==> config.mk <==
export PLATFORM = sky130hd
export DESIGN_NAME = pixel_group_averager_unit
export DESIGN_NICKNAME = d
export VERILOG_FILES = /design/src/pga_pkg.sv /design/src/pga_queue.sv /design/src/pga_front.sv /design/src/pga_back.sv /design/src/pixel_group_averager_unit.sv
export SDC_FILE = /design/constraint.sdc
export NUM_CORES = 1
export LEC_CHECK = 0
export BUFFER_PORTS_ARGS = -buffer_cell sky130_fd_sc_hd__buf_2
export CORE_ASPECT_RATIO = 1.25
export CORE_UTILIZATION = 60
export DETAILED_ROUTE_END_ITERATION = 8
export HOLD_SLACK_MARGIN = 0.12
export MAX_ROUTING_LAYER = met4
export PLACE_DENSITY = 0.87
export SETUP_SLACK_MARGIN = 0.02
export SLEW_MARGIN = 20
export SYNTH_ARGS = -nofsm -noshare
export SYNTH_HDL_FRONTEND = slang
export SYNTH_SLANG_ARGS = --single-unit
==> constraint.sdc <==
create_clock -name clk -period 5.4 [get_ports clk]
set_clock_uncertainty 0.15 [all_clocks]
set_input_delay 0 -clock clk [delete_from_list [all_inputs] [get_ports clk]]
set_output_delay 0 -clock clk [all_outputs]
set_load 0.01 [all_outputs]
==> src/pga_pkg.sv <==
// Shared types and constants for the pixel group averager.
package pga_pkg;

  localparam int SAMPLE_W   = 16;
  localparam int INDEX_W    = 10;
  localparam int GSIZE_W    = 7;
  localparam int LIMIT_W    = 11;
  localparam int MAX_GROUP  = 64;
  localparam int NOTE_CAP   = 1024;
  localparam int QUEUE_DEPTH = 4;

  // Register indexes on the configuration port.
  localparam logic REG_GROUP_SIZE = 1'b0;
  localparam logic REG_NOTE_LIMIT = 1'b1;

  // Classification of one queued job, decided by the front end.
  typedef struct packed {
    logic [INDEX_W-1:0] index;
    logic               note_valid;
    logic               line_done;
    logic               need_div;
  } pga_ctl_t;

  localparam int CTL_W = $bits(pga_ctl_t);

endpackage

==> src/pga_queue.sv <==
// Small first-word-fall-through queue between the front and back ends.
module pga_queue
  import pga_pkg::*;
#(
  parameter int WIDTH = 8,
  parameter int DEPTH = QUEUE_DEPTH
) (
  input  logic             clk,
  input  logic             rst,
  input  logic             push,
  input  logic [WIDTH-1:0] push_data,
  output logic             full,
  input  logic             pop,
  output logic             valid,
  output logic [WIDTH-1:0] pop_data
);

  localparam int AW = (DEPTH > 1) ? $clog2(DEPTH) : 1;
  localparam int CW = $clog2(DEPTH + 1);

  logic [WIDTH-1:0] mem [DEPTH];
  logic [AW-1:0]    wr_ptr;
  logic [AW-1:0]    rd_ptr;
  logic [CW-1:0]    count;

  logic do_push;
  logic do_pop;

  assign full     = (count == CW'(DEPTH));
  assign valid    = (count != '0);
  assign pop_data = mem[rd_ptr];
  assign do_push  = push && !full;
  assign do_pop   = pop && valid;

  always_ff @(posedge clk) begin
    if (do_push) begin
      mem[wr_ptr] <= push_data;
    end
  end

  always_ff @(posedge clk) begin
    if (rst) begin
      wr_ptr <= '0;
      rd_ptr <= '0;
      count  <= '0;
    end else begin
      if (do_push) begin
        wr_ptr <= (wr_ptr == AW'(DEPTH - 1)) ? '0 : wr_ptr + 1'b1;
      end
      if (do_pop) begin
        rd_ptr <= (rd_ptr == AW'(DEPTH - 1)) ? '0 : rd_ptr + 1'b1;
      end
      if (do_push && !do_pop) begin
        count <= count + 1'b1;
      end else if (do_pop && !do_push) begin
        count <= count - 1'b1;
      end
    end
  end

endmodule

==> src/pga_front.sv <==
// Front end: accumulates samples into groups and decides which beats make a result.
module pga_front
  import pga_pkg::*;
#(
  parameter int MAX_GRP = MAX_GROUP,
  parameter int FILL_W  = $clog2(MAX_GRP + 1),
  parameter int SUM_W   = SAMPLE_W + FILL_W
) (
  input  logic                clk,
  input  logic                rst,
  input  logic [GSIZE_W-1:0]  group_size,
  input  logic [LIMIT_W-1:0]  note_limit,
  input  logic                in_valid,
  output logic                in_ready,
  input  logic [SAMPLE_W-1:0] sample,
  input  logic                line_end,
  output logic                push,
  output pga_ctl_t            push_ctl,
  output logic [SUM_W-1:0]    push_sum,
  output logic [FILL_W-1:0]   push_fill,
  input  logic                queue_full
);

  localparam int CMP_W = (FILL_W > GSIZE_W) ? FILL_W : GSIZE_W;

  logic [SUM_W-1:0]   group_sum;
  logic [FILL_W-1:0]  group_fill;
  logic [LIMIT_W-1:0] notes_done;

  logic [SUM_W-1:0]   sum_next;
  logic [FILL_W-1:0]  fill_next;
  logic [CMP_W-1:0]   eff_group;
  logic [LIMIT_W-1:0] eff_limit;
  logic               accept;
  logic               group_done;
  logic               have_note;

  assign in_ready = !queue_full;
  assign accept   = in_valid && in_ready;

  always_comb begin
    if (group_size == '0) begin
      eff_group = CMP_W'(1);
    end else if (CMP_W'(group_size) > CMP_W'(MAX_GRP)) begin
      eff_group = CMP_W'(MAX_GRP);
    end else begin
      eff_group = CMP_W'(group_size);
    end
    if (note_limit > LIMIT_W'(NOTE_CAP)) begin
      eff_limit = LIMIT_W'(NOTE_CAP);
    end else begin
      eff_limit = note_limit;
    end
    sum_next   = group_sum + SUM_W'(sample);
    fill_next  = group_fill + 1'b1;
    group_done = (CMP_W'(fill_next) >= eff_group);
    have_note  = group_done && (notes_done < eff_limit);
  end

  always_comb begin
    push                = accept && (have_note || line_end);
    push_sum            = sum_next;
    push_fill           = fill_next;
    push_ctl.index      = have_note ? notes_done[INDEX_W-1:0] : '0;
    push_ctl.note_valid = have_note;
    push_ctl.line_done  = line_end;
    push_ctl.need_div   = have_note && (notes_done != '0);
  end

  always_ff @(posedge clk) begin
    if (rst) begin
      group_sum  <= '0;
      group_fill <= '0;
      notes_done <= '0;
    end else if (accept) begin
      if (line_end) begin
        group_sum  <= '0;
        group_fill <= '0;
        notes_done <= '0;
      end else if (group_done) begin
        group_sum  <= '0;
        group_fill <= '0;
        if (have_note) begin
          notes_done <= notes_done + 1'b1;
        end
      end else begin
        group_sum  <= sum_next;
        group_fill <= fill_next;
      end
    end
  end

endmodule

==> src/pga_back.sv <==
// Back end: divides a group sum by its fill one quotient bit per cycle and holds the result.
module pga_back
  import pga_pkg::*;
#(
  parameter int FILL_W = 7,
  parameter int SUM_W  = SAMPLE_W + FILL_W
) (
  input  logic                clk,
  input  logic                rst,
  input  logic                job_valid,
  output logic                job_pop,
  input  pga_ctl_t            job_ctl,
  input  logic [SUM_W-1:0]    job_sum,
  input  logic [FILL_W-1:0]   job_fill,
  output logic                out_valid,
  input  logic                out_ready,
  output logic [SAMPLE_W-1:0] out_level,
  output logic [INDEX_W-1:0]  out_index,
  output logic                out_note,
  output logic                out_last
);

  localparam int CNT_W = $clog2(SAMPLE_W);

  typedef enum logic [1:0] {
    ST_IDLE,
    ST_DIV,
    ST_HOLD
  } state_t;

  state_t             state;
  logic [SAMPLE_W-1:0] quo;
  logic [FILL_W-1:0]  rem;
  logic [FILL_W-1:0]  divisor;
  logic [CNT_W-1:0]   cnt;
  pga_ctl_t           ctl;

  logic [FILL_W:0]    rem_sh;
  logic [FILL_W:0]    rem_sub;
  logic               fits;
  logic               out_free;
  logic               load_out;

  assign job_pop  = (state == ST_IDLE) && job_valid;
  assign out_free = !out_valid || out_ready;
  assign load_out = (state == ST_HOLD) && out_free;

  always_comb begin
    rem_sh  = {rem, quo[SAMPLE_W-1]};
    rem_sub = rem_sh - {1'b0, divisor};
    fits    = (rem_sh >= {1'b0, divisor});
  end

  always_ff @(posedge clk) begin
    if (rst) begin
      state     <= ST_IDLE;
      out_valid <= 1'b0;
    end else begin
      if (load_out) begin
        out_valid <= 1'b1;
      end else if (out_ready) begin
        out_valid <= 1'b0;
      end
      unique case (state)
        ST_IDLE: begin
          if (job_valid) begin
            ctl     <= job_ctl;
            divisor <= job_fill;
            cnt     <= CNT_W'(SAMPLE_W - 1);
            // The sum is below fill times 2^SAMPLE_W, so its upper part already
            // fits as a partial remainder.
            rem     <= job_sum[SUM_W-1:SAMPLE_W];
            if (job_ctl.need_div) begin
              quo   <= job_sum[SAMPLE_W-1:0];
              state <= ST_DIV;
            end else begin
              quo   <= '0;
              state <= ST_HOLD;
            end
          end
        end
        ST_DIV: begin
          rem <= fits ? rem_sub[FILL_W-1:0] : rem_sh[FILL_W-1:0];
          quo <= {quo[SAMPLE_W-2:0], fits};
          if (cnt == '0) begin
            state <= ST_HOLD;
          end else begin
            cnt <= cnt - 1'b1;
          end
        end
        ST_HOLD: begin
          if (out_free) begin
            out_level <= quo;
            out_index <= ctl.index;
            out_note  <= ctl.note_valid;
            out_last  <= ctl.line_done;
            state     <= ST_IDLE;
          end
        end
        default: begin
          state <= ST_IDLE;
        end
      endcase
    end
  end

endmodule

==> src/pixel_group_averager_unit.sv <==
// Top level of the pixel group averager: front end, job queue and divider back end.
//
//   Channel   Direction  Beat contents
//   s_*       in         tdata[15:0] sample; tlast line_end
//   m_*       out        tdata[15:0] note_level, tdata[25:16] note_index; tuser note_valid;
//                        tlast line_done
//   cfg_*     in         cfg_index 0 group_size, 1 note_limit; written when cfg_wen is high
//
// The front end takes one input beat every cycle while the queue is not full and needs no
// divider, so a line streams in at full rate. Each result goes through a four-entry queue
// to the back end, which pops a note that needs a mean, runs sixteen restoring division
// steps and loads the output once it is free; a note-zero or a line-end-only result is
// popped and loaded with no division. Input stalls only when the queue is full, which
// happens when groups complete faster than the back end drains them for long stretches.
// Reset (rst, synchronous) clears the group state, the queue and the output valid; the
// configuration returns to group_size 1 and note_limit 1024.
module pixel_group_averager_unit
  import pga_pkg::*;
#(
  parameter int MAX_GRP = MAX_GROUP
) (
  input  logic               clk,
  input  logic               rst,
  // Configuration write port.
  input  logic               cfg_wen,
  input  logic               cfg_index,
  input  logic [LIMIT_W-1:0] cfg_data,
  // Input stream.
  input  logic               s_tvalid,
  output logic               s_tready,
  input  logic [15:0]        s_tdata,   // [15:0] sample
  input  logic               s_tlast,
  // Output stream.
  output logic               m_tvalid,
  input  logic               m_tready,
  output logic [31:0]        m_tdata,   // [15:0] note_level, [25:16] note_index, rest zero
  output logic               m_tuser,   // [0] note_valid
  output logic               m_tlast
);

  localparam int FILL_W = $clog2(MAX_GRP + 1);
  localparam int SUM_W  = SAMPLE_W + FILL_W;
  localparam int JOB_W  = CTL_W + SUM_W + FILL_W;

  logic [GSIZE_W-1:0] group_size;
  logic [LIMIT_W-1:0] note_limit;

  // Configuration registers; the user must write them only while the block is idle; not enforced here.
  always_ff @(posedge clk) begin
    if (rst) begin
      group_size <= GSIZE_W'(1);
      note_limit <= LIMIT_W'(1024);
    end else if (cfg_wen) begin
      unique case (cfg_index)
        REG_GROUP_SIZE: group_size <= cfg_data[GSIZE_W-1:0];
        REG_NOTE_LIMIT: note_limit <= cfg_data;
        default: ;
      endcase
    end
  end

  logic              push;
  pga_ctl_t          push_ctl;
  logic [SUM_W-1:0]  push_sum;
  logic [FILL_W-1:0] push_fill;
  logic              queue_full;

  pga_front #(
    .MAX_GRP (MAX_GRP),
    .FILL_W  (FILL_W),
    .SUM_W   (SUM_W)
  ) u_front (
    .clk        (clk),
    .rst        (rst),
    .group_size (group_size),
    .note_limit (note_limit),
    .in_valid   (s_tvalid),
    .in_ready   (s_tready),
    .sample     (s_tdata),
    .line_end   (s_tlast),
    .push       (push),
    .push_ctl   (push_ctl),
    .push_sum   (push_sum),
    .push_fill  (push_fill),
    .queue_full (queue_full)
  );

  logic             job_valid;
  logic             job_pop;
  logic [JOB_W-1:0] job_word;
  pga_ctl_t         job_ctl;
  logic [SUM_W-1:0] job_sum;
  logic [FILL_W-1:0] job_fill;

  pga_queue #(
    .WIDTH (JOB_W),
    .DEPTH (QUEUE_DEPTH)
  ) u_queue (
    .clk       (clk),
    .rst       (rst),
    .push      (push),
    .push_data ({push_ctl, push_sum, push_fill}),
    .full      (queue_full),
    .pop       (job_pop),
    .valid     (job_valid),
    .pop_data  (job_word)
  );

  assign {job_ctl, job_sum, job_fill} = job_word;

  logic [SAMPLE_W-1:0] out_level;
  logic [INDEX_W-1:0]  out_index;

  pga_back #(
    .FILL_W (FILL_W),
    .SUM_W  (SUM_W)
  ) u_back (
    .clk       (clk),
    .rst       (rst),
    .job_valid (job_valid),
    .job_pop   (job_pop),
    .job_ctl   (job_ctl),
    .job_sum   (job_sum),
    .job_fill  (job_fill),
    .out_valid (m_tvalid),
    .out_ready (m_tready),
    .out_level (out_level),
    .out_index (out_index),
    .out_note  (m_tuser),
    .out_last  (m_tlast)
  );

  assign m_tdata = {6'b0, out_index, out_level};

endmodule

# --- Word-level counts from Yosys, hierarchy flattened ---
# Memories as Yosys holds them, arrays and structs flattened. A register that Yosys moved wholly into a read port is not among the register bits.
# Cells that the tools add are included.
classes:
  n_addsub: 9
  multipliers: 0
  n_div: 0
  magnitude_cmp: 5
  eq_ne: 9
  shifts: 0
  mux: 35
  n_bitwise: 2
  n_reduce_logical: 34
ops:
  columns: ["op", "count"]
  rows:
  - ["$mux 23", 2]
  - ["$mux 11", 4]
  - ["$mux 7", 6]
  - ["$mux 16", 2]
  - ["$pmux 16 s2", 1]
  - ["$add 23x16->23", 1]
  - ["$mux 2", 8]
  - ["$reduce_and 3->1", 5]
  - ["$pmux 7 s2", 1]
  - ["$add 11x1->11 const B", 1]
  - ["$gt 11x11->1 const B", 1]
  - ["$lt 11x11->1", 1]
  - ["$reduce_bool 11->1", 1]
  - ["$logic_and 1x1->1", 10]
  - ["$mux 10", 1]
  - ["$reduce_bool 2->1", 5]
  - ["$ge 8x7->1", 1]
  - ["$mux 4", 2]
  - ["$pmux 4 s2", 1]
  - ["$add 7x1->7 const B", 1]
  - ["$ge 7x7->1", 1]
  - ["$gt 7x7->1 const B", 1]
  - ["$logic_not 7->1", 1]
  - ["$sub 7x7->7", 1]
  - ["20 further kinds", 35]
word_totals:
  regBits: 143
  latch_bits: 0
  ram_bits: 172
  mem_bits_ro: 0
  input_bits: 34
  out_inout_bits: 36
  wordCells: 116
  n_memories: 1
memory_table:
  columns: ["memory", "depth", "word_bits", "read_ports", "rd_ports_with_merged_regs", "write_ports", "line", "rtl"]
  rows:
  - ["u_queue.mem", 4, 43, 1, 1, 1, "pga_queue.sv:21", "logic [WIDTH-1:0] mem [DEPTH];"]

# --- Depth between registers and ports, before layout ---
# Gate-level depths: netlist (run 1).
depth:
  ltp_word: 12
  mapped_depth: 17
  ltp_nobuf: 16

# --- Cells and area by module ---
# From an unflattened synthesis (run 1), not the netlist that was laid out.
hier_totals:
  hier_cells: 1007
  hier_area_um2: 14048.5
modules_own_cells:
  columns: ["mod", "instances", "cells_per_inst", "area_per_inst_um2", "seq_area_each_um2"]
  rows:
  - ["pga_queue", 1, 275, 6705.2, 5345.1]
  - ["pga_front", 1, 410, 3311.9, 820.8]
  - ["pga_back", 1, 240, 3208.1, 2282.2]
  - ["pixel_group_averager_unit", 1, 82, 823.3, 360.3]

# --- Least setup slack after synthesis (run 1) ---
# OpenSTA, ideal clock, no wires.
synth_timing:
  path_kind: "register to register"
  start: "register note_limit[10]"
  end: "memory u_queue.mem[0][0] in the netlist's numbering (enable)"
  setup_time_ns: 0.405
  arrival_time_ns: 3.548
  required_time_ns: 4.845
  setup_slack_ns: 1.297
  path_stages_with_launch: 12
  n_path_buf: 2
  synth_period_minus_slack_ns: 4.103
  path_cell_list: "dfxtp_1 inv_1 clkbuf_1 nand2_1 ha_1 or4_1 a221o_1 and3_1 nor4_4 o21a_1 buf_2 and2_1"
synth_between:
  elab_chain_len: 9
synth_rtl:
  columns: ["element", "line", "rtl"]
  rows:
  - ["start, declared", "pixel_group_averager_unit.sv:46", "logic [LIMIT_W-1:0] note_limit;"]
  - ["start signal, assigned", "pixel_group_averager_unit.sv:56", "REG_NOTE_LIMIT: note_limit <= cfg_data;"]
  - ["$gt 11x11->1", "pga_front.sv:49", "if (note_limit > LIMIT_W'(NOTE_CAP)) begin"]
  - ["$mux 11 (*)", "pga_front.sv:49", null]
  - ["$lt 11x11->1 (*)", "pga_front.sv:57", "have_note = group_done && (notes_done < eff_limit);"]
  - ["$logic_and 1x1->1 (*)", "pga_front.sv:57", null]
  - ["$logic_or 1x1->1 (*)", "pga_front.sv:61", "push = accept && (have_note || line_end);"]
  - ["$logic_and 1x1->1 (*)", "pga_front.sv:61", null]
  - ["$logic_and 1x1->1 (*)", "pga_queue.sv:32", "assign do_push = push && !full;"]
  - ["named net u_queue.do_push", "pga_queue.sv:26", "logic do_push;"]
  - ["$mux 1 (*)", "pga_queue.sv:36", "if (do_push) begin"]
  - ["$mux 1 (implied by the code) (*)", "pga_queue.sv:37", "mem[wr_ptr] <= push_data;"]
  - ["end, declared", "pga_queue.sv:21", null]
# The timed path passes the listed nets; every way through them passes the cells marked *.

# --- Worst setup path after layout (run 1) ---
layout_timing:
  start: "register u_front.group_fill[0]"
  end: "register u_queue.count[2]"
layout_between:
  elab_chain_len: 9
  word_cells_on_any_way: 11
  classes_between: "add/sub (1); order compare (1); mux (1); reduce/logical (8)"
layout_rtl:
  columns: ["element", "line", "rtl"]
  rows:
  - ["start, declared", "pga_front.sv:27", "logic [FILL_W-1:0] group_fill;"]
  - ["start signal, assigned", "pga_front.sv:88", "group_fill <= fill_next;"]
  - ["$add 7x1->7 (*)", "pga_front.sv:55", "fill_next = group_fill + 1'b1;"]
  - ["named net push_fill[6]", "pixel_group_averager_unit.sv:65", "logic [FILL_W-1:0] push_fill;"]
  - ["$ge 7x7->1 (*)", "pga_front.sv:56", "group_done = (CMP_W'(fill_next) >= eff_group);"]
  - ["$logic_and 1x1->1 (*)", "pga_front.sv:57", null]
  - ["$logic_or 1x1->1 (*)", "pga_front.sv:61", null]
  - ["$logic_and 1x1->1 (*)", "pga_front.sv:61", null]
  - ["$logic_and 1x1->1 (*)", "pga_queue.sv:32", null]
  - ["$logic_not 1->1", "pga_queue.sv:55", "end else if (do_pop && !do_push) begin"]
  - ["$logic_and 1x1->1", "pga_queue.sv:55", null]
  - ["$reduce_bool 2->1 (no source line)", null, null]
  - ["end signal, assigned", "pga_queue.sv:54", "count <= count + 1'b1;"]
  - ["end signal, assigned", "pga_queue.sv:56", "count <= count - 1'b1;"]
  - ["end, declared", "pga_queue.sv:24", "logic [CW-1:0] count;"]
# Marks and branches as above.
# A chain may end at the register's enable or synchronous reset.

==> metrics.csv, run 1 <==
metric;value;unit
most used cell, CP;ha_1;
area of the mapped netlist;0.0136;mm²
Top delay family on crit path;simple AND/OR/NAND/NOR gates;
final wirelength;29900;µm
Fmax;0.232;GHz
1st-pass router iterations;6;
commonest non-fill, non-tap cell in the layout;edfxtp_1;
layout cells sized above 1;16.3;%
FP Rows;61;
Seq pwr share;47.0;%
maxcap violations;0;
main flop type after synthesis;edfxtp_1;
pin count of the biggest net entering global routing;54;
final net count;1198;
outcome;complete, no violations;
# IOs;70;
initial antenna violation count;0;
Gate power share;21.4;%
routed wl met3;2060;µm
number of fill cells;1276;
TritonCTS Sinks;317;
final hold violations;0;
Buffers & Inverters on Critical Path;1;
Core Footprint;0.0222;mm²
total global-route track usage;27.6;%
worst-path cell chain;ha_1, nand3_1, nor2_1, xor2_1, ha_1, and4_1, a211oi_1, nor4_4, o21a_1, ha_1, inv_1, fa_1, xor2_1, or3_1, a21oi_1;
CP peak stage delay;0.45;ns
Starting Density;61.0;%
Slowest-stage cell, CP;dfxtp_1;
number of DRC markers in iteration 0;789;
total power;6.99;mW
Die W;136;µm
Final Setup Violations;0;
Final Util;71.8;%
power density cells;439;mW/mm²
root buf cell;clkbuf_16;
highest metal used;met4;
Int Power;5.05;mW
H-tree level count;1;
setup tns final;0;ns
Routed Antenna Nets;0;
post-synthesis cell type count;62;
clock share of power;31.5;%
number of setup buffers added after CTS;0;
Pins Over Slew Limit;0;
latest clock arrival within the worst-skew pair;0.54;ns
vias per cell;6.24;
Critical Path Sink;u_queue.count[2];
switch share;27.8;%
number of port buffers;63;
Seq/Total Area, Yosys;65.0;%
Hold Crit Class;primary input to flip-flop;
RD Place Congestion;0.883;
Area Overhead vs Synth;17.6;%
syn avg cell area;13.9;µm²
sw power;1.94;mW
vias in the first global route;8913;
Max FO, Critical Path;10;
RSZ-0062 raised after global routing;no;
worst r2r src;u_front.group_fill[0];
die height;170;µm
Critical Path RT;5.71;ns
Crit Path Category;flip-flop to flip-flop;
GRT overflow;0;
Pleak;5.90;nW
M1 WL;11700;µm
max_slew headroom;41.2;%
startpoint types;flip-flop;
post-cts sizing count;0;
Post-synth EDFFs;246;
routed vias;8827;
Worst Reg-to-Reg Cells;15;
ant diodes;0;
Worst setup startpoint;u_front.group_fill[0];
peak supply drop;0.339;mV
average routed wire per standard cell;21.1;µm
die area;0.0232;mm²
first-pass GRT wire length;46800;µm
Ys Warns;0;
commonest non-fill, non-tap cells in the layout;246 x edfxtp_1, 108 x nand2_1, 70 x dlygate4sd3_1;
CTS tree;built;
#FFs+latches synth;317;
Worst Tran Pin Value;0.883;ns
crit end category;flip-flop;
hold buffer count at cts;70;
worst path arrival time;4.62;ns
final cycle utilization of the critical path;79.9;%
met2 routed WL;15200;µm
CP Depth;15;
total CTS buffers;28;
DP HPWL;17400;µm
Syn Inst Count;972;
DRC Markers;0;
FF-to-FF End;u_queue.count[2];
Reg clk slew, reported paths;0.06;ns
Tmin final;4.31;ns
FFs w/ async S/R, synth;0;%
R2R setup slack;1.09;ns
Longest Clk Path Bufs;3;
==> cell families after synthesis <==
group,count (synthesis),share of synthesized area [%]
mux,56,8.10
flops,317,65.0
simple gates,288,10.2
fa+ha+maj,53,5.06
compound gates,155,7.49
xor+xnor,30,1.94
other cells,1,0.0277
buf+inv,72,2.17
==> power by group through the flow <==
stage,sequential (mW),clock [mW],combinational [mW]
after floorplan,3.20,0,1.11
final,3.29,2.21,1.50
after detailed placement,3.33,0,1.41
after global placement,3.30,0,1.33
after global routing,3.33,2.31,1.62
after CTS,3.29,2.22,1.50
==> synthesized netlist by cell type (3+ instances only) <==
master      n  share of area, %
mux4_2     43               7.1
a21oi_1    45               1.7
fa_1        3              0.44
ha_1       50               4.6
a21boi_0    6              0.33
dfxtp_1    71                10
mux2i_1    13              0.96
o31ai_1     3              0.17
nand2_1   108               3.0
buf_1       7              0.19
and4_1      4              0.26
nor2b_1     6              0.28
and3_1      9              0.42
nand3_1    31               1.1
a22oi_1    10              0.55
and2_1     22               1.0
or4_1       7              0.39
or3_1       5              0.23
a211oi_1    7              0.39
inv_1      26              0.72
nand4_1     8              0.37
nand2b_1    5              0.23
xnor2_1    17               1.1
clkbuf_1   32              0.89
o21a_1      5              0.28
edfxtp_1  246                55
a22o_1     10              0.65
nor4_1      3              0.14
xor2_1     13              0.84
buf_4       6              0.33
nor3_1     13              0.48
o211ai_1    6              0.33
a21o_1     11              0.61
a31oi_1     4              0.18
nor2_1     56               1.6
o21ai_0    29               1.1
==> metrics by stage <==
| stage | setup WS [ns] | area (µm²) | hold slack, ns | cells |
|---|---|---|---|---|
| floorplan | 1.30 | 13600 | -0.0511 | 977 |
| global placement | 1.45 | 14200 | 0.0847 | 1294 |
| detailed placement | 1.22 | 14200 | 0.0944 | 1294 |
| CTS | 1.10 | 15900 | 0.125 | 1415 |
| global route | 0.829 | 15900 | 0.170 | 1415 |
| finish | 1.09 | 15900 | 0.164 | 1415 |
==> worst register-to-register path, delay by kind of cell (launching register included) <==
kind | cells | cell delay (ns)
and+or+nand+nor | 5 | 1.18
DFF | 1 | 0.45
AOI/OAI and AO/OA | 3 | 0.69
adders and majority gates | 4 | 1.15
xor gates and xnor gates | 2 | 0.57
buffers and inverters | 1 | 0.06
==> layout make-up <==
| class | count | area (µm²) | share of cell area, % |
|---|---|---|---|
| Sequential cell | 317 | 8810 | 55.3 |
| Multi-Input combinational cell | 588 | 4490 | 28.2 |
| Timing Repair Buffer | 150 | 1140 | 7.17 |
| Clock buffer | 37 | 816 | 5.12 |
| Tap cell | 283 | 354 | 2.22 |
| Inverter | 26 | 97.6 | 0.612 |
| Clock inverter | 14 | 230 | 1.44 |
==> how the worst min path moves through the flow <==
stage | from | end | slack, ns | depth (start not counted)
6_report | m_tready | u_back.out_valid | 0.16 | 4
4_1_cts | cfg_data[6] | group_size[6] | 0.13 | 4
2_1_floorplan | s_tlast | u_queue.mem[0][31] | -0.05 | 0
3_3_place_gp | cfg_data[0] | group_size[0] | 0.08 | 3
5_1_grt | cfg_data[6] | group_size[6] | 0.17 | 4
3_5_place_dp | cfg_data[0] | group_size[0] | 0.09 | 3
==> sequential cells by signal, summed over array words and instances (netlist names), 3 cells and up, named ones only <==
| register | count |
|---|---|
| u_back.ctl | 12 |
| u_back.quo | 16 |
| u_front.group_sum | 23 |
| u_back.divisor | 7 |
| u_queue.count | 3 |
| u_front.notes_done | 11 |
| u_back.cnt | 4 |
| group_size | 7 |
| u_back.out_level | 16 |
| note_limit | 11 |
| u_back.out_index | 10 |
| u_front.group_fill | 7 |
| u_back.rem | 7 |
| u_queue.mem | 172 |
==> routing by layer <==
layer,track usage [%],up-vias
met5,-,-
met4,9.23,0
met3,3.28,75
met2,46.6,444
met1,34.5,4361
li1,-,3947
Power figures use the tool's default switching activity.
==> run 2, diff against run 1 <==
--- a/config.mk
+++ b/config.mk
@@ -5,6 +5,7 @@
 export SDC_FILE = /design/constraint.sdc
 export NUM_CORES = 1
 export LEC_CHECK = 0
+export ABC_AREA = 1
 export BUFFER_PORTS_ARGS = -buffer_cell sky130_fd_sc_hd__buf_2
 export CORE_ASPECT_RATIO = 1.25
 export CORE_UTILIZATION = 60
==> constraint.sdc (replaced) <==
create_clock -name clk -period 4.3 [get_ports clk]
set_clock_uncertainty 0.15 [all_clocks]
set_input_delay 0 -clock clk [delete_from_list [all_inputs] [get_ports clk]]
set_output_delay 0 -clock clk [all_outputs]
set_load 0.01 [all_outputs]
==> metrics.csv, run 2 <==
metric;value;unit
Tmin final;3.92;ns
commonest non-fill, non-tap cell in the layout;nand2_1;
post-synth top area cell;edfxtp_1;
Final Cell Area;0.0164;mm²
number of flip-flops in the largest register;172;
power density cells;598;mW/mm²
DP HPWL;19100;µm
initial antenna violation count;0;
TritonCTS Sinks;317;
Largest Register;u_queue.mem;
root buf cell;clkbuf_16;
FP Rows;62;
DRC Markers;11;
pin count of the biggest net entering global routing;85;
setup tns final;0;ns
RD Place Congestion;0.919;
Final Setup Violations;0;
number of DRC markers in iteration 0;1228;
first-pass GRT wire length;50900;µm
die height;173;µm
total global-route track usage;27.6;%
Die W;139;µm
total power;9.80;mW
syn avg cell area;10.5;µm²
GRT overflow;0;
layout cells sized above 1;10.1;%
H-tree level count;1;
Max FO, Critical Path;30;
Post-Place Worst Slack;0.415;ns
routed vias;10500;
met3 usage;3.27;%
Pleak;6.25;nW
Pins Over Slew Limit;0;
post-synthesis cell type count;48;
Area Overhead vs Synth;17.0;%
1st-pass router iterations;8;
Hold Crit Class;primary input to flip-flop;
met2 Use GR;46.3;%
latest clock arrival within the worst-skew pair;0.54;ns
die area;0.0240;mm²
final worst slack;0.382;ns
CTS tree;built;
final net count;1552;
average routed wire per standard cell;17.9;µm
largest cells by area after synthesis;edfxtp_1 53%, dfxtp_1 10%, nand2_1 6.8%;
peak supply drop;0.323;mV
Ys Warns;0;
Critical Path RT;4.63;ns
# IOs;70;
FFs w/ async S/R, synth;0;%
area of the mapped netlist;0.0140;mm²
Synth top cells by count;254 x nand2_1, 246 x edfxtp_1, 159 x nor2_1;
worst path arrival time;4.25;ns
Reg clk slew, reported paths;0.06;ns
commonest non-fill, non-tap cells in the layout;254 x nand2_1, 246 x edfxtp_1, 155 x nor2_1;
ant diodes;0;
total CTS buffers;29;
final wirelength;31800;µm
vias per cell;5.90;
maxcap violations;0;
vias in the first global route;10200;
GRT busiest layer;met2;
final cycle utilization of the critical path;91.1;%
Crit Path Category;flip-flop to flip-flop;
Longest Clk Path Bufs;3;
hold slack;0.141;ns
max_slew headroom;32.4;%
Seq/Total Area, Yosys;62.8;%
Post-synth EDFFs;246;
M1 GR Usage;34.0;%
RSZ-0062 raised after global routing;no;
#FFs+latches synth;317;
crit end category;flip-flop;
top flop regs;u_queue.mem (172), u_front.group_sum (23);
violated checks;DRC;
number of setup buffers added after CTS;0;
Starting Density;61.1;%
Routed Antenna Nets;0;
outcome;finished with violations;
DP Area;0.0147;mm²
final hold violations;0;
Worst Tran Pin Value;1.01;ns
Yosys top cell area share;52.7;%
Fmax;0.255;GHz
main flop type after synthesis;edfxtp_1;
Syn Inst Count;1335;
Core Footprint;0.0230;mm²
cell with the most instances after synthesis;nand2_1;
number of port buffers;63;
startpoint types;flip-flop;
## run 2: changes by cell type after synthesis, sizes merged, moves of 15 or more
cell	previous run	this run
inv	26	85
nor2	56	168
nand2	109	257
o21ai	29	120
a21oi	45	98
a32o	1	16
mux4	43	0
nand3	31	52
o22ai	2	24
## run 2: path summary, 6_finish.rpt
kind / from / endpoint / slack, ns / cells past startpoint
max: u_front.group_fill[0] / u_front.group_sum[14] / 0.38 / 14
min: cfg_data[5] / note_limit[5] / 0.14 / 4
max reg2reg: u_front.group_fill[0] / u_front.group_sum[14] / 0.38 / 14
min reg2reg: u_back.ctl[3] / u_back.out_index[0] / 0.27 / 0
## run 2: stage by stage
| stage | instances | util [%] |
|---|---|---|
| detailed placement | 1649 | 63.9 |
| CTS | 1775 | 71.4 |
| global placement | 1649 | 63.9 |
| global route | 1775 | 71.4 |
| finish | 1775 | 71.4 |
| floorplan | 1340 | - |
## run 2: what timing repair did
action / in CTS / in global routing
endpoints found under the setup margin: 0 / 1
hold buffers: 73 / 0
resized for setup: 0 / 3
hold endpoints to repair: 132 / 0
## run 2: metal layers
| metal | vias to the layer above | share of wire [%] | wire length [µm] |
|---|---|---|---|
| met5 | - | 0 | 0 |
| met4 | 0 | 2.9 | 920 |
| met3 | 83 | 7.0 | 2230 |
| met2 | 465 | 50 | 16000 |
| met1 | 5004 | 40 | 12600 |
| li1 | 4921 | - | - |
## run 2: cell families after synthesis
| group | synth area share, % |
|---|---|
| other cells | 0.0267 |
| compound gates | 11.1 |
| buf+inv | 4.13 |
| flops | 62.8 |
| simple gates | 15.8 |
| xor+xnor | 1.31 |
| fa+ha+maj | 4.89 |
## run 2: worst max-delay path: stages, from the launching register on
cell	delay, ns
dfxtp_1	0.43
ha_1	0.23
nand3_1	0.11
nand3b_1	0.18
xnor2_1	0.22
ha_1	0.30
a21oi_1	0.15
o21a_1	0.13
nand3_1	0.15
nor3_2	0.19
buf_8	0.25
nand3_1	0.11
dlygate4sd3_1	0.57
a21oi_1	0.12
dlygate4sd3_1	0.56
## run 2: final cells by class
cell class                      count  area (µm²)
Clock inverter                     12         174
Inverter                           87         328
Clock buffer                       41         831
Multi-Input combinational cell    880        4690
Timing Repair Buffer              150        1210
Fill cell                        1514        6560
Tap cell                          288         360
Sequential cell                   317        8810
## run 2: where the power goes
group	leakage, nW	total, mW	internal, mW	switching, mW
Clock	0.487	2.70	1.59	1.11
Combinational	2.93	2.83	0.904	1.92
Sequential	2.83	4.28	4.04	0.233
